===== src/terminal_op_stream_parser_core_defines.svh =====
// Shared assertion macros
`ifndef TERMINAL_OP_STREAM_PARSER_CORE_DEFINES_SVH
`define TERMINAL_OP_STREAM_PARSER_CORE_DEFINES_SVH
`ifndef SYNTHESIS
`define TOSP_CHECK(label, cond) \
  label: assert property (@(posedge clk) disable iff (rst) (cond)) \
    else $error("tosp check failed");
`define TOSP_CHECK_NEXT(label, ante, cons) \
  label: assert property (@(posedge clk) disable iff (rst) (ante) |=> (cons)) \
    else $error("tosp sequence check failed");
`else
`define TOSP_CHECK(label, cond)
`define TOSP_CHECK_NEXT(label, ante, cons)
`endif
`endif


===== src/tosp_pkg.sv =====
`timescale 1ns / 1ps
package tosp_pkg;
  localparam logic [3:0] K_CLEAR = 4'd0, K_HOME = 4'd1, K_POS = 4'd2, K_ATTR = 4'd3,
    K_WRITE = 4'd4, K_NEWLINE = 4'd5, K_XWRITE = 4'd6, K_TEXT = 4'd7, K_STATUS = 4'd8;
  localparam logic [3:0] S_OK = 4'd0, S_TOO_LARGE = 4'd1, S_TOO_MANY = 4'd2,
    S_BAD_POS = 4'd3, S_BAD_ATTR = 4'd4, S_BAD_LEN = 4'd5, S_BAD_XLEN = 4'd6,
    S_SPLIT = 4'd7, S_TRUNC = 4'd8, S_UNKNOWN = 4'd9;
  localparam logic [1:0] OP_POS = 2'd0, OP_ATTR = 2'd1, OP_WRITE = 2'd2, OP_XWRITE = 2'd3;
  localparam logic [15:0] OPC_CLEAR = 16'h43, OPC_HOME = 16'h48, OPC_NEWLINE = 16'h4E,
    OPC_POS = 16'h50, OPC_ATTR = 16'h41, OPC_WRITE = 16'h57, OPC_XWRITE = 16'h58;
  localparam logic [1:0] CFG_MAX_UNITS = 2'd0, CFG_MAX_OPS = 2'd1;
  localparam logic [19:0] UNITS_SAT = 20'hFFFFF;
  localparam logic [19:0] MAX_UNITS_RST = 20'd262144;
  localparam logic [15:0] MAX_OPS_RST = 16'd20000;
  localparam logic [15:0] REPL_CHAR = 16'hFFFD;

  typedef struct packed {
    logic [3:0]  kind;
    logic [7:0]  row;
    logic [7:0]  column;
    logic [3:0]  foreground;
    logic [3:0]  background;
    logic [15:0] text_bytes;
    logic [15:0] text_unit;
    logic [3:0]  status;
  } res_t;

  typedef struct packed {
    logic       two;
    res_t       r0;
    res_t       r1;
  } bundle_t;

  // bit 4: valid digit, [3:0]: value
  function automatic logic [4:0] hex_val(input logic [15:0] u);
    logic [4:0] v;
    v = 5'd0;
    if (u >= 16'h30 && u <= 16'h39) v = {1'b1, u[3:0]};
    else if ((u >= 16'h61 && u <= 16'h66) || (u >= 16'h41 && u <= 16'h46))
      v = {1'b1, u[3:0] + 4'd9};
    return v;
  endfunction

  function automatic logic [3:0] hex_err(input logic [1:0] op);
    logic [3:0] e;
    unique case (op)
      OP_POS:   e = S_BAD_POS;
      OP_ATTR:  e = S_BAD_ATTR;
      OP_WRITE: e = S_BAD_LEN;
      default:  e = S_BAD_XLEN;
    endcase
    return e;
  endfunction

  function automatic res_t mk_text(input logic [15:0] u);
    res_t r;
    r = '0;
    r.kind = K_TEXT;
    r.text_unit = u;
    return r;
  endfunction
endpackage


===== src/tosp_in_if.sv =====
`timescale 1ns / 1ps
interface tosp_in_if;
  logic        valid;
  logic        ready;
  logic        mode;
  logic [15:0] code_unit;
  modport source (output valid, mode, code_unit, input ready);
  modport sink (input valid, mode, code_unit, output ready);
endinterface


===== src/tosp_out_if.sv =====
`timescale 1ns / 1ps
interface tosp_out_if;
  logic        valid;
  logic        ready;
  logic [3:0]  kind;
  logic [7:0]  row;
  logic [7:0]  column;
  logic [3:0]  foreground;
  logic [3:0]  background;
  logic [15:0] text_bytes;
  logic [15:0] text_unit;
  logic [3:0]  status;
  logic        last;
  modport source (output valid, kind, row, column, foreground, background, text_bytes,
    text_unit, status, last, input ready);
  modport sink (input valid, kind, row, column, foreground, background, text_bytes,
    text_unit, status, last, output ready);
endinterface


===== src/tosp_cfg_if.sv =====
`timescale 1ns / 1ps
interface tosp_cfg_if;
  logic        valid;
  logic        ready;
  logic [1:0]  index;
  logic [19:0] data;
  modport source (output valid, index, data, input ready);
  modport sink (input valid, index, data, output ready);
endinterface


===== src/terminal_op_stream_parser_core.sv =====
`timescale 1ns / 1ps
// Terminal op stream parser. One code unit (or frame end) is taken per cycle;
// each transaction yields zero, one or two results, and the output side sends
// one result per cycle while result.ready is high, from a two-entry queue;
// two results go out in turn. Input stalls only when that queue is full.
module terminal_op_stream_parser_core (
  input  logic        clk,
  input  logic        rst,
  tosp_in_if.sink     feed,
  tosp_cfg_if.sink    cfg,
  tosp_out_if.source  result
);
  import tosp_pkg::*;

  logic    push, pop, full, empty;
  bundle_t push_data, head;

  tosp_front u_front (.clk, .rst, .feed, .cfg, .q_full(full), .push, .push_data);
  tosp_fifo u_fifo (.clk, .rst, .push, .push_data, .pop, .full, .empty, .head);
  tosp_back u_back (.clk, .rst, .empty, .head, .pop, .result);
endmodule


===== src/tosp_front.sv =====
`timescale 1ns / 1ps
module tosp_front (
  input  logic              clk,
  input  logic              rst,
  tosp_in_if.sink           feed,
  tosp_cfg_if.sink          cfg,
  input  logic              q_full,
  output logic              push,
  output tosp_pkg::bundle_t push_data
);
  import tosp_pkg::*;

  localparam logic [1:0] PH_OPCODE = 2'd0, PH_HEX = 2'd1, PH_TEXT = 2'd2;

  logic [19:0] max_units;
  logic [15:0] max_ops;
  logic [1:0]  phase, phase_next;
  logic [1:0]  cur_op, cur_op_next;
  logic [15:0] acc, acc_next;
  logic [2:0]  digits, digits_next;
  logic [15:0] target, target_next;
  logic [16:0] tcount, tcount_next;
  logic        held, held_next;
  logic [15:0] held_unit, held_unit_next;
  logic [15:0] ops, ops_next;
  logic [19:0] units, units_next;
  logic [3:0]  err, err_next;
  logic [1:0]  n;
  res_t        r0, r1, rr;
  logic        go;
  logic        is_high, is_low;
  logic [4:0]  hv;
  logic [1:0]  nbytes;
  logic [15:0] u;
  logic        accept;

  assign feed.ready = !q_full;
  assign cfg.ready  = 1'b1;
  assign accept = feed.valid && feed.ready;
  assign u = feed.code_unit;
  assign is_high = u >= 16'hD800 && u <= 16'hDBFF;
  assign is_low  = u >= 16'hDC00 && u <= 16'hDFFF;
  assign hv = hex_val(u);
  assign nbytes = (u < 16'h80) ? 2'd1 : ((u < 16'h800) ? 2'd2 : 2'd3);

  always_comb begin
    phase_next = phase; cur_op_next = cur_op; acc_next = acc; digits_next = digits;
    target_next = target; tcount_next = tcount; held_next = held;
    held_unit_next = held_unit; ops_next = ops; units_next = units; err_next = err;
    n = 2'd0; r0 = '0; r1 = '0; rr = '0; go = 1'b1;
    if (feed.mode) begin
      if (err == S_OK) begin
        if (phase == PH_HEX) begin
          err_next = hex_err(cur_op);
        end else if (phase == PH_TEXT) begin
          if (held) begin
            if ({1'b0, tcount} + 18'd3 > {2'b00, target}) begin
              err_next = S_SPLIT; go = 1'b0;
            end else begin
              r0 = mk_text(REPL_CHAR); n = 2'd1;
              tcount_next = tcount + 17'd3;
            end
          end
          if (go && tcount_next != {1'b0, target}) err_next = S_TRUNC;
        end
      end
      rr.kind = K_STATUS;
      rr.status = (units > max_units) ? S_TOO_LARGE : err_next;
      if (n == 2'd0) r0 = rr; else r1 = rr;
      n = n + 2'd1;
      phase_next = PH_OPCODE; cur_op_next = '0; acc_next = '0; digits_next = '0;
      target_next = '0; tcount_next = '0; held_next = 1'b0; held_unit_next = '0;
      ops_next = '0; units_next = '0; err_next = S_OK;
    end else begin
      if (units == UNITS_SAT) begin
        err_next = S_TOO_LARGE;
      end else begin
        units_next = units + 20'd1;
        if (units_next > max_units) err_next = S_TOO_LARGE;
      end
      if (err_next == S_OK) begin
        if (phase == PH_TEXT && held) begin
          held_next = 1'b0;
          if (is_low) begin
            go = 1'b0;
            if ({1'b0, tcount} + 18'd4 > {2'b00, target}) begin
              err_next = S_SPLIT;
            end else begin
              r0 = mk_text(held_unit); r1 = mk_text(u); n = 2'd2;
              tcount_next = tcount + 17'd4;
              if (tcount_next == {1'b0, target}) phase_next = PH_OPCODE;
            end
          end else if ({1'b0, tcount} + 18'd3 > {2'b00, target}) begin
            err_next = S_SPLIT; go = 1'b0;
          end else begin
            r0 = mk_text(REPL_CHAR); n = 2'd1;
            tcount_next = tcount + 17'd3;
            if (tcount_next == {1'b0, target}) phase_next = PH_OPCODE;
          end
        end
        if (go) begin
          rr = '0;
          unique case (phase_next)
            PH_OPCODE: begin
              if (ops >= max_ops) begin
                err_next = S_TOO_MANY;
              end else begin
                ops_next = ops + 16'd1;
                unique case (u) inside
                  OPC_CLEAR:   begin rr.kind = K_CLEAR;   go = 1'b1; end
                  OPC_HOME:    begin rr.kind = K_HOME;    go = 1'b1; end
                  OPC_NEWLINE: begin rr.kind = K_NEWLINE; go = 1'b1; end
                  OPC_POS, OPC_ATTR, OPC_WRITE, OPC_XWRITE: begin
                    go = 1'b0;
                    phase_next = PH_HEX; acc_next = '0; digits_next = '0;
                    cur_op_next = (u == OPC_POS) ? OP_POS : (u == OPC_ATTR) ? OP_ATTR :
                                  (u == OPC_WRITE) ? OP_WRITE : OP_XWRITE;
                  end
                  default: begin err_next = S_UNKNOWN; go = 1'b0; end
                endcase
                if (go) begin
                  if (n == 2'd0) r0 = rr; else r1 = rr;
                  n = n + 2'd1;
                end
              end
            end
            PH_HEX: begin
              if (!hv[4]) begin
                err_next = hex_err(cur_op);
              end else begin
                acc_next = {acc[11:0], hv[3:0]};
                digits_next = digits + 3'd1;
                if (digits_next >= ((cur_op == OP_ATTR || cur_op == OP_WRITE) ? 3'd2 : 3'd4))
                begin
                  phase_next = PH_OPCODE;
                  if (cur_op == OP_POS) begin
                    rr.kind = K_POS; rr.row = acc_next[15:8]; rr.column = acc_next[7:0];
                  end else if (cur_op == OP_ATTR) begin
                    rr.kind = K_ATTR; rr.foreground = acc_next[7:4];
                    rr.background = acc_next[3:0];
                  end else begin
                    rr.kind = (cur_op == OP_WRITE) ? K_WRITE : K_XWRITE;
                    rr.text_bytes = acc_next;
                    if (acc_next != 16'd0) begin
                      phase_next = PH_TEXT; target_next = acc_next;
                      tcount_next = '0; held_next = 1'b0;
                    end
                  end
                  r0 = rr; n = 2'd1;
                end
              end
            end
            default: begin
              if (is_high) begin
                held_next = 1'b1; held_unit_next = u;
              end else if ({1'b0, tcount_next} + {16'd0, nbytes} > {2'b00, target}) begin
                err_next = S_SPLIT; held_next = 1'b0;
              end else begin
                rr = mk_text(is_low ? REPL_CHAR : u);
                if (n == 2'd0) r0 = rr; else r1 = rr;
                n = n + 2'd1;
                tcount_next = tcount_next + {15'd0, nbytes};
                if (tcount_next == {1'b0, target}) phase_next = PH_OPCODE;
              end
            end
          endcase
        end
      end
    end
  end

  assign push = accept && (n != 2'd0);
  assign push_data = '{two: n == 2'd2, r0: r0, r1: r1};

  always_ff @(posedge clk) begin
    if (rst) begin
      max_units <= MAX_UNITS_RST; max_ops <= MAX_OPS_RST;
      phase <= PH_OPCODE; cur_op <= '0; acc <= '0; digits <= '0; target <= '0;
      tcount <= '0; held <= 1'b0; held_unit <= '0; ops <= '0; units <= '0; err <= S_OK;
    end else begin
      if (cfg.valid && cfg.ready) begin
        case (cfg.index)
          CFG_MAX_UNITS: max_units <= cfg.data;
          CFG_MAX_OPS:   max_ops <= cfg.data[15:0];
          default: ;
        endcase
      end
      if (accept) begin
        phase <= phase_next; cur_op <= cur_op_next; acc <= acc_next;
        digits <= digits_next; target <= target_next; tcount <= tcount_next;
        held <= held_next; held_unit <= held_unit_next; ops <= ops_next;
        units <= units_next; err <= err_next;
      end
    end
  end
endmodule


===== src/tosp_fifo.sv =====
`timescale 1ns / 1ps
`include "terminal_op_stream_parser_core_defines.svh"
module tosp_fifo (
  input  logic              clk,
  input  logic              rst,
  input  logic              push,
  input  tosp_pkg::bundle_t push_data,
  input  logic              pop,
  output logic              full,
  output logic              empty,
  output tosp_pkg::bundle_t head
);
  import tosp_pkg::*;

  bundle_t     mem [2];
  logic        wptr, rptr;
  logic [1:0]  count;

  assign full  = count == 2'd2;
  assign empty = count == 2'd0;
  assign head  = mem[rptr];

  always_ff @(posedge clk) begin
    if (push) mem[wptr] <= push_data;
  end

  always_ff @(posedge clk) begin
    if (rst) begin
      wptr <= 1'b0; rptr <= 1'b0; count <= 2'd0;
    end else begin
      if (push) wptr <= !wptr;
      if (pop) rptr <= !rptr;
      count <= count + {1'b0, push} - {1'b0, pop};
    end
  end

  `TOSP_CHECK(a_count_range, count <= 2'd2)
  `TOSP_CHECK(a_no_overflow, !(push && full))
  `TOSP_CHECK(a_no_underflow, !(pop && empty))
  `TOSP_CHECK_NEXT(a_push_fills, push && !pop, !empty)
endmodule


===== src/tosp_back.sv =====
`timescale 1ns / 1ps
module tosp_back (
  input  logic              clk,
  input  logic              rst,
  input  logic              empty,
  input  tosp_pkg::bundle_t head,
  output logic              pop,
  tosp_out_if.source        result
);
  import tosp_pkg::*;

  logic idx;
  logic fin;
  res_t cur;

  assign cur = idx ? head.r1 : head.r0;
  assign fin = idx || !head.two;
  assign result.valid      = !empty;
  assign result.kind       = cur.kind;
  assign result.row        = cur.row;
  assign result.column     = cur.column;
  assign result.foreground = cur.foreground;
  assign result.background = cur.background;
  assign result.text_bytes = cur.text_bytes;
  assign result.text_unit  = cur.text_unit;
  assign result.status     = cur.status;
  assign result.last       = fin;
  assign pop = result.valid && result.ready && fin;

  always_ff @(posedge clk) begin
    if (rst) begin
      idx <= 1'b0;
    end else if (result.valid && result.ready) begin
      idx <= !fin;
    end
  end
endmodule

===== src/flat_wrapper.sv =====
// flat-port wrapper written by rule: the top's interface ports become plain ports
module terminal_op_stream_parser_core_flat import tosp_pkg::*;
  (clk, rst, feed_valid, feed_mode, feed_code_unit, feed_ready, cfg_valid, cfg_index, cfg_data, cfg_ready, result_valid, result_kind, result_row, result_column, result_foreground, result_background, result_text_bytes, result_text_unit, result_status, result_last, result_ready);
  tosp_in_if feed_i ();
  tosp_cfg_if cfg_i ();
  tosp_out_if result_i ();
  input  logic clk;
  input  logic rst;
  input wire logic [$bits(feed_i.valid)-1:0] feed_valid;
  input wire logic [$bits(feed_i.mode)-1:0] feed_mode;
  input wire logic [$bits(feed_i.code_unit)-1:0] feed_code_unit;
  output wire logic [$bits(feed_i.ready)-1:0] feed_ready;
  input wire logic [$bits(cfg_i.valid)-1:0] cfg_valid;
  input wire logic [$bits(cfg_i.index)-1:0] cfg_index;
  input wire logic [$bits(cfg_i.data)-1:0] cfg_data;
  output wire logic [$bits(cfg_i.ready)-1:0] cfg_ready;
  output wire logic [$bits(result_i.valid)-1:0] result_valid;
  output wire logic [$bits(result_i.kind)-1:0] result_kind;
  output wire logic [$bits(result_i.row)-1:0] result_row;
  output wire logic [$bits(result_i.column)-1:0] result_column;
  output wire logic [$bits(result_i.foreground)-1:0] result_foreground;
  output wire logic [$bits(result_i.background)-1:0] result_background;
  output wire logic [$bits(result_i.text_bytes)-1:0] result_text_bytes;
  output wire logic [$bits(result_i.text_unit)-1:0] result_text_unit;
  output wire logic [$bits(result_i.status)-1:0] result_status;
  output wire logic [$bits(result_i.last)-1:0] result_last;
  input wire logic [$bits(result_i.ready)-1:0] result_ready;
  assign feed_i.valid = feed_valid;
  assign feed_i.mode = feed_mode;
  assign feed_i.code_unit = feed_code_unit;
  assign feed_ready = feed_i.ready;
  assign cfg_i.valid = cfg_valid;
  assign cfg_i.index = cfg_index;
  assign cfg_i.data = cfg_data;
  assign cfg_ready = cfg_i.ready;
  assign result_valid = result_i.valid;
  assign result_kind = result_i.kind;
  assign result_row = result_i.row;
  assign result_column = result_i.column;
  assign result_foreground = result_i.foreground;
  assign result_background = result_i.background;
  assign result_text_bytes = result_i.text_bytes;
  assign result_text_unit = result_i.text_unit;
  assign result_status = result_i.status;
  assign result_last = result_i.last;
  assign result_i.ready = result_ready;
  terminal_op_stream_parser_core u_core (.clk(clk), .rst(rst), .feed(feed_i), .cfg(cfg_i), .result(result_i));
endmodule

===== config.mk =====
export PLATFORM = sky130hd
export DESIGN_NAME = terminal_op_stream_parser_core_flat
export DESIGN_NICKNAME = d
export VERILOG_FILES = /design/src/tosp_pkg.sv /design/src/tosp_in_if.sv /design/src/tosp_out_if.sv /design/src/tosp_cfg_if.sv /design/src/terminal_op_stream_parser_core.sv /design/src/tosp_front.sv /design/src/tosp_fifo.sv /design/src/tosp_back.sv /design/src/flat_wrapper.sv
export VERILOG_INCLUDE_DIRS = /design/src /design/src/src
export SDC_FILE = /design/constraint.sdc
export NUM_CORES = 1
export LEC_CHECK = 0
export BUFFER_PORTS_ARGS = -buffer_cell sky130_fd_sc_hd__buf_2
export CORE_AREA = 2 2 249 251
export DETAILED_ROUTE_END_ITERATION = 7
export DIE_AREA = 0 0 251 253
export SYNTH_ARGS = -nofsm -noshare
export SYNTH_HDL_FRONTEND = slang
export SYNTH_SLANG_ARGS = --single-unit

===== constraint.sdc =====
create_clock -name clk -period 14.4 [get_ports clk]
set_input_delay 0.72 -clock clk [delete_from_list [all_inputs] [get_ports clk]]
set_output_delay 0.72 -clock clk [all_outputs]
set_load 0.005 [all_outputs]

=== Word-level counts from Yosys, hierarchy flattened ===
Memories as Yosys holds them, arrays and structs flattened. A register that Yosys moved wholly into a read port is not among the register bits.
Cells that the tools add are included.

* Bits in registers: 150
* Memory bits (writable): 258
* Input port bits: 44
* Output and inout bits: 68
* Logic and storage cells: 347
* Memories: 1

* $add $sub $neg: 14
* Magnitude comparators: 19
* Eq/ne operators: 28
* Muxes and demuxes: 215
* Reductions and logical operators: 53

{| class="wikitable"
|+ Memories
! name !! words !! width !! read ports !! clocked after Yosys merged registers in !! write ports !! RTL line !! source
|-
| u_core.u_fifo.mem || 2 || 129 || 1 || 1 || 1 || tosp_fifo.sv:15 || <nowiki>bundle_t mem [2];</nowiki>
|}

{| class="wikitable"
|+ Operator list
! operator !! number
|-
| 64-bit two-way mux || 27
|-
| 63-bit two-way mux || 7
|-
| 17-bit two-way mux || 21
|-
| 16-bit two-way mux || 22
|-
| 64-bit one-hot mux with 2 select lines || 2
|-
| 16-bit by 7-bit == test with 1-bit output (second input constant) || 7
|-
| 2-bit two-way mux || 48
|-
| 4-bit two-way mux || 22
|-
| 12-bit two-way mux || 6
|-
| 18-bit by 16-bit greater-than comparator with 1-bit output || 3
|-
| 17-bit by 16-bit == test with 1-bit output || 3
|-
| 20-bit greater-than comparator || 2
|-
| 20-bit two-way mux || 2
|-
| 1-bit two-way mux || 36
|-
| 17-bit one-hot mux with 2 select lines || 1
|-
| 16-bit greater-or-equal comparator (second input constant) || 2
|-
| 16-bit by 7-bit greater-or-equal comparator with 1-bit output (second input constant) || 2
|-
| 16-bit less-or-equal comparator (second input constant) || 2
|-
| 16-bit by 7-bit less-or-equal comparator with 1-bit output (second input constant) || 2
|-
| 3-bit two-way mux || 9
|-
| 24-bit two-way mux || 1
|-
| 12-bit one-hot mux with 2 select lines || 1
|-
| 20-bit by 1-bit adder with 20-bit output (second input constant) || 1
|-
| 20-bit == test (second input constant) || 1
|-
| 49 further kinds || 99
|}

=== Logic depth before layout (Yosys ltp) ===
Gate-level depths: netlist of run 1.

* Depth in word-level cells: 23
* Mapped depth: 44
* Mapped depth without buffers: 42

=== Modules after synthesis ===
From an unflattened synthesis of run 1, not the netlist that was laid out.

* Cells, all modules: 2,354
* Area, all modules: 24,347.1 um^2

{| class="wikitable"
|+ Modules (own cells, without submodules)
! module !! times used !! cells each !! area each (um^2) !! sequential area each (um^2)
|-
| tosp_front || 1 || 1,853 || 13,736.9 || 2,902.8
|-
| tosp_fifo || 1 || 422 || 9,567.9 || 7,847.5
|-
| tosp_back || 1 || 79 || 1,042.2 || 20.0
|}

=== Least setup slack after synthesis of run 1 ===
No wires, ideal clock.

* Kind: register -> register
* From: register u_core.u_front.tcount[0]
* To: memory u_core.u_fifo.mem[0][0] (netlist name) (enable)
* Library setup time: 0.458 ns
* Arrival: 9.727 ns
* Required time: 13.942 ns
* Setup slack: 4.215 ns
* Stages on the path, launching flop included: 38
* Path buffers: 2
* Clock period less this slack: 10.185 ns
* Path through: dfxtp_1 -> inv_1 -> ha_1 -> nand2b_1 -> nor2_1 -> nand3_1 -> nor2_1 -> and3_1 -> xor2_1 -> ha_1 -> nand4_1 -> nor3_1 -> and4b_1 -> a41o_1 -> and2_1 -> clkbuf_1 -> xnor2_1 -> ha_1 -> (+2 left out) -> nor2_1 -> mux2_2 -> and4b_1 -> clkbuf_1 -> nand4_1 -> or3_1 -> nor2b_1 -> or2_2 -> ha_1 -> and4_1 -> and3_1 -> nor2_1 -> or4_1 -> nor4_1 -> nor2_1 -> a21oi_1 -> o21bai_2 -> and2_1

* Cells in the longest elaborated chain, start to end: 19
* Elaborated cells on any way between the ends: 58
* Those cells by class: add/sub: 7; order compare: 3; eq/ne: 3; mux: 42; reduce/logical: 3

{| class="wikitable"
|+ RTL lines
! item !! RTL line !! source
|-
| start: declaration || tosp_front.sv:22 || <nowiki>logic [16:0] tcount, tcount_next;</nowiki>
|-
| start signal: assignment || tosp_front.sv:190 || <nowiki>digits <= digits_next; target <= target_next; tcount <= tcount_next;</nowiki>
|-
| 17-bit by 2-bit adder with 18-bit output / 17-bit by 3-bit adder with 18-bit output (equally long branches) || tosp_front.sv:57, tosp_front.sv:93, tosp_front.sv:86 ||
|-
| 18-bit by 16-bit greater-than comparator with 1-bit output (on tied branches) || tosp_front.sv:57, tosp_front.sv:93, tosp_front.sv:86 ||
|-
| 17-bit two-way mux (on tied branches) || tosp_front.sv:93, tosp_front.sv:86 ||
|-
| 17-bit two-way mux || tosp_front.sv:84 || <nowiki>if (is_low) begin</nowiki>
|-
| 17-bit two-way mux || tosp_front.sv:82 || <nowiki>if (phase == PH_TEXT && held) begin</nowiki>
|-
| 17-bit two-way mux || tosp_front.sv:81 || <nowiki>if (err_next == S_OK) begin</nowiki>
|-
| 17-bit two-way mux || tosp_front.sv:51 || <nowiki>if (feed.mode) begin</nowiki>
|-
| 17-bit by 2-bit adder with 18-bit output || tosp_front.sv:156 || <nowiki>end else if ({1'b0, tcount_next} + {16'd0, nbytes} > {2'b00, target}) begin</nowiki>
|-
| (+3 left out) || n/a ||
|-
| 2-bit one-hot mux with 2 select lines || tosp_front.sv:103 || <nowiki>unique case (phase_next)</nowiki>
|-
| 2-bit two-way mux || tosp_front.sv:101 || <nowiki>if (go) begin</nowiki>
|-
| 2-bit two-way mux || tosp_front.sv:81 ||
|-
| 2-bit two-way mux (*) || tosp_front.sv:51 ||
|-
| 2-bit nonzero test (*) || tosp_front.sv:172 || <nowiki>assign push = accept && (n != 2'd0);</nowiki>
|-
| 1-bit logical AND (*) || tosp_front.sv:172 ||
|-
| 1-bit two-way mux (*) || tosp_fifo.sv:24 || <nowiki>if (push) mem[wptr] <= push_data;</nowiki>
|-
| 1-bit two-way mux (not written as such) (*) || tosp_fifo.sv:24 ||
|-
| end: declaration || tosp_fifo.sv:15 ||
|}

Mark *: on every way between the ends. The rest lies on a longest branch, timed or not. The select of a mux whose other input is x is not followed.

=== Worst setup path in the final report of run 1 ===
* From: register u_core.u_front.tcount[2]
* To: memory u_core.u_fifo.mem[0][99] (netlist name) (enable)

The elaborated chain is that of the path after synthesis.

==> out/results.txt, run 1 <==
Outcome -> completed
Delay-heaviest family, CP -> simple AND/OR/NAND/NOR gates
Hold Path Class -> input port to flop
Worst Tran Pin Value -> 1290 ps
Final Power -> 2.11 mW
YS warnings -> 0
Worst path required time -> 14580 ps
Post-DR vias/cell -> 5.61
Num rows -> 91
Die area -> 63500 µm²
Layout net count -> 2368
Post-DP HPWL -> 48900 µm
Post-CTS Resized -> 0
Gpl congestion -> 0.967
Dpl cell area -> 21100 µm²
CTS Sinks -> 329
Longest Clk Path Bufs -> 3
I/O Pins -> 112
Final Instance Area -> 22300 µm²
Count of cell types in the netlist -> 91
Chip Width -> 251 µm
Detailed Route Iter0 Violations -> 1562
Routed WL per cell -> 21.6 µm
Total wire length -> 65200 µm
Min cycle time layout -> 11730 ps
Number of global-route vias before repair -> 16220
Crit path top cell by count -> nor2_1
FF+latch area -> 8370 µm²
Worst-path clk slew -> 70 ps
Ranking of synthesized cells by area -> edfxtp_1 27%, dfxtp_1 15%, ha_1 8.1%
PortBufs -> 110
Hold path start -> cfg_data[18]
Post-Syn Instances -> 2119
Max incr delay on CP -> 750 ps
CP Capture Type -> flop
DRT antenna net count -> 0
Total CTS buffers -> 37
Crit start category -> flop
Largest net degree at the start of global routing -> 83
Crit path buf inv count -> 2
Final Hold Viols -> 0
Post-synthesis register bit count -> 329
CP max stage cell -> o21ai_1
First-pass DRT Iterations -> 6
Worst Path Arrival -> 11910 ps
Worst reg2reg startpoint -> u_core.u_front.tcount[2]
Sequential element share of the synthesized area -> 42.2%
Via count -> 16906
Commonest non-fill, non-tap cell in the layout -> nor2_1
Leak pwr -> 8.10 nW
Share of cells above drive strength 1 -> 11.7%
Core area -> 61000 µm²
Most frequent cells in the layout -> 281 x nor2_1, 178 x edfxtp_1, 171 x nand2_1
Clock Latency Late Sink -> 560 ps
Residual DRC -> 0
Fill count -> 6137
Fmax achieved -> 85.2 MHz
Footprint of the multi-input gates -> 10700 µm²
Setup Fix Bufs, Post-CTS -> 0
Initial antenna violation count -> 2
Layout Skew -> 24.6 ps
Setup Crit Path Kind -> flop to flop
Layout area overhead -> 12.6%
Async SR Flop Fraction -> 0%
Max-Cap Viols -> 0
# hold bufs at CTS -> 0
EDFF count, synth -> 178
Max VDD drop -> 0.0847 mV
Syn Area/Cell -> 9.35 µm²
Total GRT Usage -> 20.0%
Root Driver -> clkbuf_16
Yosys top cell area share -> 27.0%
Final period utilization -> 81.5%
Gr ovfl total -> 0
PD cells -> 94.4 nW/µm²
Unrepaired setup endpoints after global routing -> false
Synth Flop Type -> edfxtp_1
Synthesized area -> 19800 µm²
Crit. Startpoint -> u_core.u_front.tcount[2]
Largest fanout on the critical path -> 56
First-pass GRT wire length -> 98200 µm
Die H -> 253 µm
Setup TNS -> 0 ps
Post-synth top area cell -> edfxtp_1
CTS tree -> done
Final setup vio count -> 0
Relative slew slack -> 13.7%
Pins Over Slew Limit -> 0
Starting density of the core -> 32.5%
H-tree Lvls -> 2
## kinds of logic after synthesis
kind of cell / after synthesis / synth area share (%)
AO/OA/AOI/OAI: 489 / 16.2
XOR/XNOR: 103 / 4.55
adder cells (fa/ha/maj): 129 / 8.18
buffers and inverters: 196 / 4.02
flip-flops: 329 / 42.2
multiplexers: 77 / 5.43
other: 2 / 0.0379
AND/OR/NAND/NOR: 794 / 19.3
## layout make-up
class | count | area share (%)
clock inverter | 16 | 0.662
tap | 790 | 4.43
inverter | 91 | 1.53
sequential | 329 | 37.5
timing repair buffer | 139 | 3.46
antenna | 1 | 0.0112
multi-input combinational | 1597 | 47.9
clock buffer | 50 | 4.51
## metal layers
layer	track usage, %	share of wire (%)
met5	0	0.025
met3	3.59	7.3
met2	32.7	46
met4	7.81	4.0
met1	26.3	43
## synth_stat cells (all sizes together), types with 16 or more instances
| master | n |
|---|---|
| o21ai | 115 |
| nand2b | 34 |
| o211ai | 19 |
| nor2 | 283 |
| a211oi | 16 |
| ha | 128 |
| a21oi | 151 |
| mux4 | 24 |
| clkbuf | 76 |
| and3 | 41 |
| xnor2 | 56 |
| inv | 89 |
| a21o | 32 |
| and2 | 24 |
| a22oi | 35 |
| buf | 29 |
| xor2 | 47 |
| edfxtp | 178 |
| nand4 | 35 |
| dfxtp | 151 |
| nor3 | 45 |
| mux2i | 49 |
| nand3 | 60 |
| nand2 | 171 |
## sequential cells by signal, summed over array words and instances (netlist names), 3 cells and up, named ones only
signal and cells:
u_core.u_fifo.mem 178, u_core.u_front.max_units 20, u_core.u_front.units 20, u_core.u_front.tcount 17, u_core.u_front.held_unit 16, u_core.u_front.max_ops 16
u_core.u_front.ops 16, u_core.u_front.target 16, u_core.u_front.acc 12, u_core.u_front.err 4, u_core.u_front.digits 3
## worst register-to-register path, delay by kind of cell (launching register included)
kind / cells / cell delay (ps)
flops: 1 / 600
fa+ha+maj: 3 / 1090
simple gates: 17 / 5120
xor+xnor: 2 / 270
compound gates: 9 / 3120
buf+inv: 2 / 1090
## power breakdown
part           total (mW)  leakage, nW  switching [mW]  internal, mW
Sequential           1.01         2.72          0.0106          1.00
Combinational       0.178         4.81           0.114        0.0647
Clock               0.915        0.567           0.386         0.529
## final timing paths
kind,to,slack [ps],depth (start not counted)
setup / recovery,u_core.u_fifo.mem[0][99],2670,33
setup reg to reg,u_core.u_fifo.mem[0][99],2670,33
hold / removal,u_core.u_front.max_units[18],380,2
hold reg to reg,u_core.u_front.max_units[7],460,2
## stage by stage
| stage | instances | hold slack (ps) | worst slack (ps) | util (%) |
|---|---|---|---|---|
| global route | 3013 | 361 | 1960 | 36.5 |
| global placement | 2946 | 447 | 3250 | 34.7 |
| floorplan | 2122 | 436 | 4220 | - |
| finish | 3013 | 376 | 2670 | 36.5 |
| CTS | 3012 | 351 | 2830 | 36.5 |
| detailed placement | 2946 | 448 | 2850 | 34.7 |
Note: power is estimated with default switching activity, not from simulation.
==> run 2, diff against run 1 <==
==> constraint.sdc (replaced) <==
create_clock -name clk -period 11.5 [get_ports clk]
set_input_delay 0.575 -clock clk [delete_from_list [all_inputs] [get_ports clk]]
set_output_delay 0.575 -clock clk [all_outputs]
set_load 0.005 [all_outputs]
==> out/results.txt, run 2 (synthesis gave the netlist of run 1 again) <==
First-pass GRT wire length -> 100000 µm
PortBufs -> 110
Fill count -> 6068
Worst-path clk slew -> 60 ps
Total CTS buffers -> 37
Hold Path Class -> input port to flop
PD cells -> 120 nW/µm²
Detailed Route Iter0 Violations -> 1353
Gr ovfl total -> 0
Register-to-Register Path Depth -> 40
Total GRT Usage -> 20.4%
Crit start category -> flop
Setup Fix Bufs, Post-CTS -> 0
CP max stage cell -> or4_1
CTS Sinks -> 329
CTS tree -> done
Longest Clk Path Bufs -> 3
Share of cells above drive strength 1 -> 12.3%
Residual DRC -> 0
Largest net degree at the start of global routing -> 76
Core area -> 61000 µm²
Post-DP HPWL -> 49200 µm
Setup TNS -> 0 ps
Outcome -> completed
Largest registers -> u_core.u_fifo.mem (178), u_core.u_front.max_units (20), u_core.u_front.units (20)
Setup Crit Path Kind -> flop to flop
Post-DR vias/cell -> 5.61
Post-CTS Resized -> 0
Die H -> 253 µm
Hold depth -> 2
Unrepaired setup endpoints after global routing -> false
Final Hold Viols -> 0
DRT antenna net count -> 0
Max incr delay on CP -> 500 ps
Largest fanout on the critical path -> 25
Total wire length -> 66200 µm
Worst path required time -> 11720 ps
Most frequent cells in the layout -> 281 x nor2_1, 178 x edfxtp_1, 171 x nand2_1
Layout area overhead -> 13.2%
I/O Pins -> 112
Leak pwr -> 8.16 nW
Clock Latency Late Sink -> 560 ps
Max VDD drop -> 0.103 mV
Num rows -> 91
Fmax achieved -> 97.7 MHz
Min cycle time layout -> 10240 ps
Initial antenna violation count -> 1
Final Power -> 2.69 mW
Relative slew slack -> 10.5%
Worst Tran Pin Value -> 1330 ps
H-tree Lvls -> 2
Via count -> 16934
Worst Path Arrival -> 10450 ps
Commonest non-fill, non-tap cell in the layout -> nor2_1
Layout net count -> 2372
CP Capture Type -> flop
Final period utilization -> 89.0%
Routed WL per cell -> 21.9 µm
Layout Skew -> 27.6 ps
Diode count -> 0
Max-Cap Viols -> 0
Number of global-route vias before repair -> 16275
Die area -> 63500 µm²
Root Driver -> clkbuf_16
Gpl congestion -> 0.947
Crit path top cell by count -> nor2_1
# hold bufs at CTS -> 0
Largest register FFs -> 178
Pins Over Slew Limit -> 0
First-pass DRT Iterations -> 5
Top reg by flops -> u_core.u_fifo.mem
Final setup vio count -> 0
Starting density of the core -> 32.5%
Chip Width -> 251 µm
run 2: power by group:
| part | internal, mW | switching (mW) | leakage (nW) |
|---|---|---|---|
| sequential | 1.25 | 0.0119 | 2.72 |
| combinational | 0.0813 | 0.145 | 4.84 |
| clock | 0.687 | 0.511 | 0.604 |
run 2: metrics by stage:
step | hold WS (ps) | cells | utilization, % | area (µm²) | worst slack [ps]
floorplan | 436 | 2122 | - | 19800 | 1320
CTS | 197 | 3018 | 36.8 | 22400 | 1430
global route | 235 | 3018 | 36.8 | 22400 | 457
finish | 222 | 3018 | 36.8 | 22400 | 1260
detailed placement | 450 | 2950 | 34.8 | 21200 | 1510
global placement | 449 | 2950 | 34.8 | 21200 | 1710
run 2: per-layer routing:
layer  up-vias  track usage (%)  routed length, µm
met5         -                0                 13
met2       676             32.6              30100
met4         2             8.59               2820
li1       7918                -                  -
met3       146             3.63               4450
met1      8192             27.1              28800
run 2: cell type report:
type	count	area [µm²]	share of cell area, %
multi-input cells	1597	10700	47.6
flip-flops and latches	329	8370	37.3
clock buffers	45	1020	4.55
well taps	790	988	4.41
repair buffers	143	826	3.68
inverters	91	342	1.52
clock inverters	23	200	0.893
run 2: worst max-delay path: cells and delay by family (launching register included):
kind / cells / cell delay, ps
DFF: 1 / 450
adders and majority gates: 5 / 1660
muxes: 1 / 150
AOI/OAI and AO/OA: 9 / 1840
xor gates and xnor gates: 2 / 270
buffers and inverters: 4 / 810
and+or+nand+nor: 19 / 4690
run 2: final timing paths:
check                                                    end                        start  slack (ps)
worst max-delay path                u_core.u_fifo.mem[0][74]     u_core.u_front.tcount[0]        1260
worst min-delay path            u_core.u_front.max_units[18]                 cfg_data[18]         220
worst max register to register      u_core.u_fifo.mem[0][74]     u_core.u_front.tcount[0]        1260
worst min register to register   u_core.u_front.max_units[3]  u_core.u_front.max_units[3]         460
